<file path="src/rtl/dpllfm_pkg.sv">
// Shared types and constants for the digital PLL frequency multiplier.
package dpllfm_pkg;

	localparam int TICK_W = 16;
	localparam int MULT_W = 8;
	localparam int IDX_W  = 8;

	// register indexes on the configuration port
	localparam logic [IDX_W-1:0] REG_MULTIPLIER = 8'd0;
	localparam logic [IDX_W-1:0] REG_MIN_PERIOD = 8'd1;

	localparam logic [MULT_W-1:0] MULT_RESET       = 8'd1;
	localparam logic [TICK_W-1:0] MIN_PERIOD_RESET = 16'd1000;

	// x / 10 == (x * 52429) >> 19 for every 16-bit x
	localparam int               RECIP_W     = 17;
	localparam logic [RECIP_W-1:0] RECIP_10  = 17'd52429;
	localparam int               RECIP_SHIFT = 19;

	typedef struct packed {
		logic busy;
		logic done;
	} div_stat_t;

endpackage

</file>
<file path="src/rtl/digital_pll_frequency_multiplier.sv">
// Digital PLL frequency multiplier: top level, tick sequencer and output register.
// One transaction on the input channel is one timer tick; each tick yields one result
// transaction. A tick without an accepted zero crossing goes via ST_APPLY to the
// result; a tick with an accepted crossing first waits in ST_DIV for the restoring
// divider that forms tick_count / (STEPS_PER_HALF * multiplier) one quotient bit per
// cycle. A new tick is taken while the previous result still waits in the output
// register. Configuration writes are accepted in every cycle.
module digital_pll_frequency_multiplier #(
	parameter int STEPS_PER_HALF = 16,
	parameter int TIMER_TOP      = 65000
) (
	input  logic                          clk,
	input  logic                          arst_n,
	input  logic                          cfg_valid,
	output logic                          cfg_ready,
	input  logic [dpllfm_pkg::IDX_W-1:0]  cfg_index,
	input  logic [dpllfm_pkg::TICK_W-1:0] cfg_data,
	input  logic                          in_valid,
	output logic                          in_ready,
	input  logic                          zero_cross,
	output logic                          out_valid,
	input  logic                          out_ready,
	output logic                          in_level,
	output logic                          out_level,
	output logic                          dac_step,
	output logic                          phase_active,
	output logic                          direction,
	output logic [dpllfm_pkg::TICK_W-1:0] step_period,
	output logic [dpllfm_pkg::TICK_W-1:0] measured_period,
	output logic [dpllfm_pkg::TICK_W-1:0] phase_width
);
	import dpllfm_pkg::*;

	localparam int LIM_W = $clog2(STEPS_PER_HALF * 255 + 1);
	localparam logic [TICK_W-1:0] TOP = TICK_W'(TIMER_TOP);

	typedef enum logic [2:0] {
		ST_IDLE  = 3'b001,
		ST_DIV   = 3'b010,
		ST_APPLY = 3'b100
	} state_t;

	function automatic logic [TICK_W-1:0] timer_next(input logic [TICK_W-1:0] v);
		return (v >= TOP) ? '0 : v + 1'b1;
	endfunction

	// configuration
	logic [MULT_W-1:0] mult_q;
	logic [TICK_W-1:0] min_period_q;

	// tick state
	state_t            state_q;
	logic [TICK_W-1:0] in_cnt_q;
	logic [TICK_W-1:0] out_cnt_q;
	logic [TICK_W-1:0] period_q;
	logic [LIM_W-1:0]  step_idx_q;
	logic              in_state_q;
	logic              out_state_q;
	logic              mismatch_flag_q;
	logic [TICK_W-1:0] mismatch_cnt_q;
	logic [TICK_W-1:0] corr_width_q;
	logic [TICK_W-1:0] prev_width_q;
	logic [TICK_W-1:0] corr_q;
	logic              dir_q;
	logic [TICK_W-1:0] last_period_q;

	// output register
	logic              out_valid_q;
	logic              in_level_q;
	logic              out_level_q;
	logic              dac_step_q;
	logic              phase_active_q;
	logic              direction_q;
	logic [TICK_W-1:0] step_period_q;
	logic [TICK_W-1:0] measured_period_q;
	logic [TICK_W-1:0] phase_width_q;

	logic [MULT_W-1:0] mult_eff;
	logic [LIM_W-1:0]  limit;
	logic              in_take;
	logic [TICK_W-1:0] in_cnt_next;
	logic              cross_ok;
	logic              div_start;
	logic [TICK_W-1:0] quotient;
	div_stat_t         div_stat;
	logic [TICK_W:0]   sum_pc;
	logic [TICK_W-1:0] new_period;
	logic              commit;
	logic [TICK_W-1:0] per_eff;
	logic [TICK_W-1:0] out_cnt_inc;
	logic              step;
	logic [LIM_W:0]    idx_inc;
	logic              wrap;
	logic              out_state_next;
	logic [TICK_W-1:0] mc_inc;
	logic              differ;
	logic [TICK_W+RECIP_W-1:0] recip_prod;

	always_comb begin
		mult_eff    = (mult_q == '0) ? MULT_W'(1) : mult_q;
		limit       = LIM_W'(STEPS_PER_HALF) * LIM_W'(mult_eff);
		in_take     = in_valid && in_ready;
		in_cnt_next = timer_next(in_cnt_q);
		cross_ok    = zero_cross && (in_cnt_next >= min_period_q);
		div_start   = in_take && cross_ok;

		sum_pc = {1'b0, quotient} + {1'b0, corr_q};
		if (dir_q) begin
			new_period = sum_pc[TICK_W] ? '1 : sum_pc[TICK_W-1:0];
		end else begin
			new_period = (corr_q > quotient) ? '0 : quotient - corr_q;
		end

		commit         = (state_q == ST_APPLY) && (!out_valid_q || out_ready);
		per_eff        = (period_q == '0) ? TICK_W'(1) : period_q;
		out_cnt_inc    = out_cnt_q + 1'b1;
		step           = (out_cnt_inc >= per_eff);
		idx_inc        = {1'b0, step_idx_q} + 1'b1;
		wrap           = !(idx_inc < {1'b0, limit});
		out_state_next = out_state_q ^ (step && wrap);
		mc_inc         = timer_next(mismatch_cnt_q);
		differ         = in_state_q ^ out_state_next;
		recip_prod     = mc_inc * RECIP_10;
	end

	dpllfm_div #(
		.NUM_W(TICK_W),
		.DEN_W(LIM_W)
	) u_div (
		.clk     (clk),
		.arst_n  (arst_n),
		.start   (div_start),
		.dividend(in_cnt_next),
		.divisor (limit),
		.quotient(quotient),
		.stat    (div_stat)
	);

	always_ff @(posedge clk or negedge arst_n) begin
		if (!arst_n) begin
			mult_q          <= MULT_RESET;
			min_period_q    <= MIN_PERIOD_RESET;
			state_q         <= ST_IDLE;
			in_cnt_q        <= '0;
			out_cnt_q       <= '0;
			period_q        <= TOP;
			step_idx_q      <= '0;
			in_state_q      <= 1'b0;
			out_state_q     <= 1'b0;
			mismatch_flag_q <= 1'b0;
			mismatch_cnt_q  <= '0;
			corr_width_q    <= '0;
			prev_width_q    <= '0;
			corr_q          <= '0;
			dir_q           <= 1'b0;
			last_period_q   <= '0;
			out_valid_q     <= 1'b0;
		end else begin
			if (cfg_valid) begin
				if (cfg_index == REG_MULTIPLIER) begin
					mult_q <= cfg_data[MULT_W-1:0];
				end else if (cfg_index == REG_MIN_PERIOD) begin
					min_period_q <= cfg_data;
				end
			end

			if (out_valid_q && out_ready) begin
				out_valid_q <= 1'b0;
			end

			case (state_q)
				ST_IDLE: begin
					if (in_take) begin
						if (cross_ok) begin
							in_cnt_q   <= '0;
							in_state_q <= ~in_state_q;
							state_q    <= ST_DIV;
						end else begin
							in_cnt_q <= in_cnt_next;
							state_q  <= ST_APPLY;
						end
					end
				end
				ST_DIV: begin
					if (div_stat.done) begin
						period_q      <= new_period;
						last_period_q <= quotient;
						state_q       <= ST_APPLY;
					end
				end
				ST_APPLY: begin
					if (commit) begin
						out_cnt_q <= step ? '0 : out_cnt_inc;
						if (step) begin
							step_idx_q <= wrap ? '0 : idx_inc[LIM_W-1:0];
						end
						out_state_q    <= out_state_next;
						mismatch_cnt_q <= mc_inc;
						if (differ) begin
							if (!mismatch_flag_q) begin
								mismatch_flag_q <= 1'b1;
								mismatch_cnt_q  <= '0;
							end
						end else if (mismatch_flag_q) begin
							// mismatch ended: width feeds next correction
							mismatch_flag_q <= 1'b0;
							corr_width_q    <= mc_inc;
							prev_width_q    <= mc_inc;
							corr_q          <= TICK_W'(recip_prod[TICK_W+RECIP_W-1:RECIP_SHIFT]);
							if (mc_inc > prev_width_q) begin
								dir_q <= ~dir_q;
							end
						end
						out_valid_q <= 1'b1;
						state_q     <= ST_IDLE;
					end
				end
				default: begin
					state_q <= ST_IDLE;
				end
			endcase
		end
	end

	// result payload, loaded with the state after the tick
	always_ff @(posedge clk) begin
		if (commit) begin
			in_level_q        <= in_state_q;
			out_level_q       <= out_state_next;
			dac_step_q        <= step;
			phase_active_q    <= differ;
			step_period_q     <= period_q;
			measured_period_q <= last_period_q;
			if (!differ && mismatch_flag_q) begin
				direction_q   <= dir_q ^ (mc_inc > prev_width_q);
				phase_width_q <= mc_inc;
			end else begin
				direction_q   <= dir_q;
				phase_width_q <= corr_width_q;
			end
		end
	end

	assign cfg_ready       = 1'b1;
	assign in_ready        = (state_q == ST_IDLE);
	assign out_valid       = out_valid_q;
	assign in_level        = in_level_q;
	assign out_level       = out_level_q;
	assign dac_step        = dac_step_q;
	assign phase_active    = phase_active_q;
	assign direction       = direction_q;
	assign step_period     = step_period_q;
	assign measured_period = measured_period_q;
	assign phase_width     = phase_width_q;

	a_div_only_in_div: assert property (@(posedge clk) disable iff (!arst_n)
		div_stat.busy |-> state_q == ST_DIV)
		else $error("divider busy outside divide state");

	a_timer_cleared: assert property (@(posedge clk) disable iff (!arst_n)
		state_q == ST_DIV |-> in_cnt_q == '0)
		else $error("input timer not cleared on accepted crossing");

	a_flag_tracks_xor: assert property (@(posedge clk) disable iff (!arst_n)
		state_q == ST_IDLE |-> mismatch_flag_q == (in_state_q ^ out_state_q))
		else $error("mismatch flag out of step with levels");

endmodule

</file>
<file path="src/rtl/dpllfm_div.sv">
// Restoring divider, one quotient bit per cycle.
module dpllfm_div #(
	parameter int NUM_W = 16,
	parameter int DEN_W = 12
) (
	input  logic                    clk,
	input  logic                    arst_n,
	input  logic                    start,
	input  logic [NUM_W-1:0]        dividend,
	input  logic [DEN_W-1:0]        divisor,
	output logic [NUM_W-1:0]        quotient,
	output dpllfm_pkg::div_stat_t   stat
);
	import dpllfm_pkg::*;

	localparam int CNT_W = (NUM_W > 1) ? $clog2(NUM_W) : 1;

	logic [DEN_W-1:0] rem_q;
	logic [DEN_W-1:0] den_q;
	logic [NUM_W-1:0] quo_q;
	logic [CNT_W-1:0] cnt_q;
	logic             busy_q;
	logic             done_q;

	logic [DEN_W:0] shifted;
	logic [DEN_W:0] diff;
	logic           ge;

	always_comb begin
		shifted = {rem_q, quo_q[NUM_W-1]};
		diff    = shifted - {1'b0, den_q};
		ge      = (shifted >= {1'b0, den_q});
	end

	always_ff @(posedge clk or negedge arst_n) begin
		if (!arst_n) begin
			busy_q <= 1'b0;
			done_q <= 1'b0;
			cnt_q  <= '0;
		end else begin
			done_q <= 1'b0;
			if (start) begin
				busy_q <= 1'b1;
				cnt_q  <= CNT_W'(NUM_W - 1);
			end else if (busy_q) begin
				if (cnt_q == '0) begin
					busy_q <= 1'b0;
					done_q <= 1'b1;
				end else begin
					cnt_q <= cnt_q - 1'b1;
				end
			end
		end
	end

	always_ff @(posedge clk) begin
		if (start) begin
			rem_q <= '0;
			den_q <= divisor;
			quo_q <= dividend;
		end else if (busy_q) begin
			rem_q <= ge ? diff[DEN_W-1:0] : shifted[DEN_W-1:0];
			quo_q <= {quo_q[NUM_W-2:0], ge};
		end
	end

	assign quotient  = quo_q;
	assign stat.busy = busy_q;
	assign stat.done = done_q;

endmodule
</file>
<file path="config.mk">
export PLATFORM = sky130hd
export DESIGN_NAME = digital_pll_frequency_multiplier
export DESIGN_NICKNAME = d
export VERILOG_FILES = /design/src/rtl/dpllfm_pkg.sv /design/src/rtl/digital_pll_frequency_multiplier.sv /design/src/rtl/dpllfm_div.sv
export SDC_FILE = /design/constraint.sdc
export NUM_CORES = 1
export LEC_CHECK = 0
export ABC_CLOCK_PERIOD_IN_PS = 9300
export BUFFER_PORTS_ARGS = -buffer_cell sky130_fd_sc_hd__buf_2
export CAP_MARGIN = 20
export CELL_PAD_IN_SITES_DETAIL_PLACEMENT = 1
export CELL_PAD_IN_SITES_GLOBAL_PLACEMENT = 1
export CORE_ASPECT_RATIO = 1.25
export CORE_UTILIZATION = 35
export DETAILED_ROUTE_END_ITERATION = 8
export GPL_TIMING_DRIVEN = 0
export HOLD_SLACK_MARGIN = 0.08
export PLACE_DENSITY_LB_ADDON = 0.08
export SLEW_MARGIN = 20
export SYNTH_ARGS = -nofsm -noshare
export SYNTH_HDL_FRONTEND = slang
export SYNTH_SLANG_ARGS = --single-unit
</file>
<file path="constraint.sdc">
create_clock -name clk -period 9.3 [get_ports clk]
set_input_delay 1.395 -clock clk [delete_from_list [all_inputs] [get_ports clk]]
set_output_delay 1.395 -clock clk [all_outputs]
set_load 0.05 [all_outputs]
</file>
[After elaboration in Yosys (flattened, before gate mapping)]
Cells that the tools add are included.
Cells by class
  add/subtract/negate cells: 8
  $mul: 1
  order comparisons: 8
  equality and inequality tests: 8
  muxes and demuxes: 35
  bitwise logic cells: 7
  reductions and logical operators: 27
Operators with widths (count)
  $mux 16: 13
  $add 16x1->16 const B: 3
  $ge 16x16->1: 2
  $ge 16x16->1 const B: 2
  $mul 16x16->32 const B: 1
  $mux 12: 2
  $add 16x13->17: 1
  $gt 13x16->1: 1
  $gt 16x16->1: 1
  $logic_not 16->1: 1
  $logic_not 8->1: 2
  $sub 16x13->16: 1
  $add 12x1->13 const B: 1
  $ge 13x12->1: 1
  $lt 13x12->1: 1
  $mux 3: 4
  $mux 4: 3
  $reduce_and 3->1: 4
  $sub 12x12->12: 1
  $mux 1: 11
  $reduce_and 2->1: 5
  $pmux 3 s3: 1
  $eq 8x1->1 const B: 1
  $mux 8: 1
  15 further kinds: 30
Storage, ports and cells
  flip-flop bits (word level): 248
  bits of input ports: 30
  output and inout bits: 56
  word-level logic and storage cells: 124

[Logic depth before layout (Yosys ltp)]
  depth after elaboration: 10
  gate-level depth with buffers: 29
  mapped depth without buffers: 29

[Modules after synthesis]
A second synthesis with hierarchy kept.
Unflattened totals
  cells, all modules: 1870
  area total of the unflattened synthesis: 18841.8 um2
By module, submodules not included
  digital_pll_frequency_multiplier: instances 1, cells an instance 1631, area each 16295.6 um2, seq. area each 5444.0 um2
  dpllfm_div: instances 1, cells an instance 239, area each 2546.2 um2, seq. area each 1231.2 um2

[Least setup slack after synthesis]
OpenSTA, ideal clock, no wires.
  path type: reg-to-reg
  start: register mismatch_cnt_q[0]
  end: register corr_q[9]
  library setup time: 0.123 ns
  arrival time: 6.675 ns
  required time: 9.177 ns
  slack: 2.502 ns
  stages on the path, launching flop included: 28
  path buffers: 0
  clock period less this slack: 6.798 ns
  cells stage by stage: dfrtp_1 ha_1 and3_1 nand2_1 or3_1 nor3_1 xnor2_1 nor2_1 inv_1 ha_1 inv_1 ha_1 fa_1 fa_1 fa_1 inv_1 fa_1 inv_1 ha_1 a21oi_1 o221ai_1 a21oi_1 a41oi_1 and3_1 a221o_1 a31oi_1 xor2_1 o21ai_1
Between the ends
  cells in the longest elaborated chain, start to end: 3
  elaborated cells between the ends (all ways): 4
  classes of those cells: add/sub (1); mul (1); order compare (1); mux (1)
RTL lines
  from (decl): RTL line digital_pll_frequency_multiplier.sv:60  | logic [TICK_W-1:0] mismatch_cnt_q;
  from (signal assigned): RTL line digital_pll_frequency_multiplier.sv:198  | mismatch_cnt_q <= mc_inc;
  $add 16x1->16 or $ge 16x16->1 (tied branches): RTL line digital_pll_frequency_multiplier.sv:44  | return (v >= TOP) ? '0 : v + 1'b1;
  $mux 16 (*): RTL line digital_pll_frequency_multiplier.sv:44
  via mc_inc[14]: RTL line digital_pll_frequency_multiplier.sv:95  | logic [TICK_W-1:0] mc_inc;
  $mul 16x16->32 (*): RTL line digital_pll_frequency_multiplier.sv:123  | recip_prod = mc_inc * RECIP_10;
  to (signal assigned): RTL line digital_pll_frequency_multiplier.sv:209  | corr_q <= TICK_W'(recip_prod[TICK_W+RECIP_W-1:RECIP_SHIFT]);
  to (decl): RTL line digital_pll_frequency_multiplier.sv:63  | logic [TICK_W-1:0] corr_q;
The timed path passes the listed nets; every way through them passes the cells marked *.
A chain may end at the register's enable or synchronous reset.

[Worst setup path after layout]
  start: register mismatch_cnt_q[0]
  end: register corr_q[8]
Same word-level chain as after synthesis.

==> results.txt <==
Status: finished, final reports clean
Worst Path Max Fanout: 8
Ys Warns: 0
Total wire length: 53000 um
Clk Latency, worst-skew pair: 0.59 ns
Max cap viols: 0
Final Cycle Share: 88.7%
Diodes inserted: 0
Synth cell types: 94
Hold-fix buffers, CTS: 0
Final Wtd Congestion: 0.856
CTS resizes: 0
Detailed Routing Iterations Pass 1: 4
Peak supply drop: 0.000133 V
Post-Place Cells: 2606
Clock buffer depth: 3
Dominant cell type by area after synthesis: dfrtp_1
# Post-CTS Setup Buffers: 0
Worst Path Arrival: 8.69 ns
Ports: 86
DPL Wire Length: 42300 um
Core Area: 51800 um2
Setup_tns: 0 ns
# setup viols final: 0
Max_slew headroom: 26.8%
Die X-Extent: 207 um
Hold path depth: 0
Die ar.: 53500 um2
Register bit total from synthesis: 248
P&R area growth vs syn: 12.4%
Synth top area cells: dfrtp_1, ha_1, edfxtp_1
Startpoint Class: flip-flop
Total GRT Usage: 20.3%
Root Driver: clkbuf_16
DRC: 0
Worst reg2reg path depth: 27
Port Buffers: 84
Slew @ Worst Pin: 1.09 ns
Fmax: 121 MHz
Non-filler cells in the finished layout: 2662
Final ANT Viol Nets: 0
Clock H-tree levels: 1
Asr flop ratio synth: 64.1%
GRT Residual Overflow: 0
Number of flops mapped to enable cells by yosys: 77
Largest net degree at the start of global routing: 86
Clock Sinks: 248
Type of the worst setup path: flip-flop to flip-flop
Post-Syn Instances: 1855
Synth top area share: 19.0%
Nets: 2312
Std cell rows: 93
First DRT Iteration DRCs: 405
Crit path time final: 8.25 ns
Initial antenna violation count: 0
Clock slew at reported path FFs: 0.06 ns
Min-Delay Path Class: flip-flop to flip-flop
Initial Util: 35.6%
Layout cells sized above 1: 12.9%
Worst setup EP type: flip-flop
P_leak: 0.00991 uW
Pwr dens: 250 nW/um2
RSZ-0062 raised after global routing: false
Most common flop cell mapped by yosys: dfrtp_1
Routed WL per cell: 19.9 um
Number of global-route vias before repair: 15000
Routed via count: 13600
Critical path required time: 9.75 ns
CTS tree: yes
DR vias/cell: 5.11
Final Hold Fails: 0
Layout Skew: 0.0171 ns
Die Y: 258 um
Total CTS buffers: 30
Syn_area_per_cell: 9.93 um2
Cell area after synthesis: 18400 um2
Sequential fraction of the synthesis area: 35.6%
Worst hold slack: 0.448 ns
First-pass GRT wire length: 85200 um
Final Max Tran Viols: 0
Total Power: 5180 uW
Mapped Nets: 2194
## cells by family after synthesis
family | share of synthesized area (%)
buf+inv | 7.26
fa+ha+maj | 24.3
compound gates | 12.5
mux | 4.15
flops | 35.6
other cells | 0.0204
simple gates | 11.8
xor+xnor | 4.27
## metal layers
layer  vias to the layer above  GRT usage [%]  part of all wire [%]
li1                       6560              -                     -
met1                      6762           23.1                    41
met2                       179           39.2                    53
met3                        90           1.87                   2.2
met4                         0           7.73                   3.7
met5                         -              0                     0
## cell type report
class / instances / area (um2)
clock inverter: 21 / 199
sequential: 248 / 6560
clock buffer: 35 / 769
tap: 665 / 832
timing repair buffer: 86 / 478
fill: 5887 / 31100
buffer: 64 / 319
multi-input combinational: 1271 / 10500
inverter: 272 / 1020
## cell usage after synthesis, types with 5 or more instances
cell	number
nand2_1	162
o21ai_0	114
a221oi_1	5
a22o_1	16
inv_1	269
a21o_1	27
a211oi_1	11
fa_1	82
a31oi_1	9
nor3_1	19
dfrtp_1	140
nor4_1	9
nor2_1	99
a21oi_1	61
o22ai_1	5
nand3_1	43
ha_1	227
dfxtp_1	12
clkbuf_1	43
xnor2_1	46
buf_4	6
mux2_2	44
or3_1	5
dfstp_2	19
a221oi_2	7
xor2_1	41
o31ai_1	10
o21a_1	8
mux2_1	11
nand4_1	11
nor2b_1	17
buf_2	9
and3_1	26
mux2i_1	10
a21oi_2	12
o21ai_1	10
o211ai_1	6
nand2b_1	30
edfxtp_1	77
## per-stage QoR
stage          worst slack [ns]  area (um2)  util, %
2_1_floorplan              2.50       18400        -
3_3_place_gp              0.929       19700     38.0
3_5_place_dp               1.01       19700     38.1
4_1_cts                   0.898       20700     40.0
5_1_grt                   0.348       20700     40.0
6_report                   1.05       20700     40.0
## report_power, final
part           switching, uW  total [uW]  internal [uW]
Sequential               208        1600           1400
Clock                    509        1190            677
Combinational           1520        2390            867
Total                   2240        5180           2940
## worst paths after layout
check,startpoint,end,slack (ns)
min in group asynchronous,arst_n,mult_q[4],0.75
hold reg to reg,last_period_q[13],measured_period[13],0.45
max in group asynchronous,arst_n,period_q[10],7.64
setup / recovery,mismatch_cnt_q[0],corr_q[8],1.05
hold / removal,last_period_q[13],measured_period[13],0.45
setup reg to reg,mismatch_cnt_q[0],corr_q[8],1.05
## cell usage in the layout (no fill, tap or decap), drive strengths merged, types with 6 or more instances in the layout
cell type | netlist | routed
nor4 | 9 | 9
edfxtp | 77 | 77
dfxtp | 12 | 12
and3 | 26 | 26
a221oi | 12 | 12
o31ai | 11 | 11
a21o | 28 | 28
buf | 18 | 104
nand3 | 44 | 44
inv | 271 | 273
mux2i | 10 | 10
or2 | 6 | 6
nand2 | 164 | 164
a22o | 16 | 16
a21oi | 73 | 73
nor2 | 101 | 101
xor2 | 41 | 41
o211ai | 6 | 6
nor3 | 19 | 19
dfrtp | 140 | 140
nor2b | 17 | 17
nand2b | 31 | 31
clkbuf | 45 | 80
ha | 227 | 227
nand4 | 11 | 11
o21a | 8 | 8
clkinv | 1 | 16
o21ai | 125 | 125
a31oi | 9 | 9
mux2 | 58 | 58
fa | 82 | 82
dfstp | 19 | 19
a211oi | 11 | 11
xnor2 | 46 | 46
## critical path: stages, from the launching register on
cell	delay, ns
dfrtp_1	0.47
ha_1	0.22
and3_1	0.21
nand2_1	0.09
or3_1	0.40
nor3_1	0.21
xnor2_1	0.10
nor2_1	0.64
inv_1	0.35
ha_1	0.41
inv_1	0.08
ha_1	0.29
fa_1	0.53
fa_1	0.46
fa_1	0.55
inv_1	0.06
fa_1	0.54
inv_1	0.04
ha_1	0.33
a21oi_1	0.18
o221ai_1	0.13
a21oi_1	0.27
a41oi_1	0.32
and3_1	0.35
a221o_1	0.40
a21oi_1	0.21
xor2_1	0.17
o21ai_0	0.09
Power figures use the tool's default switching activity.
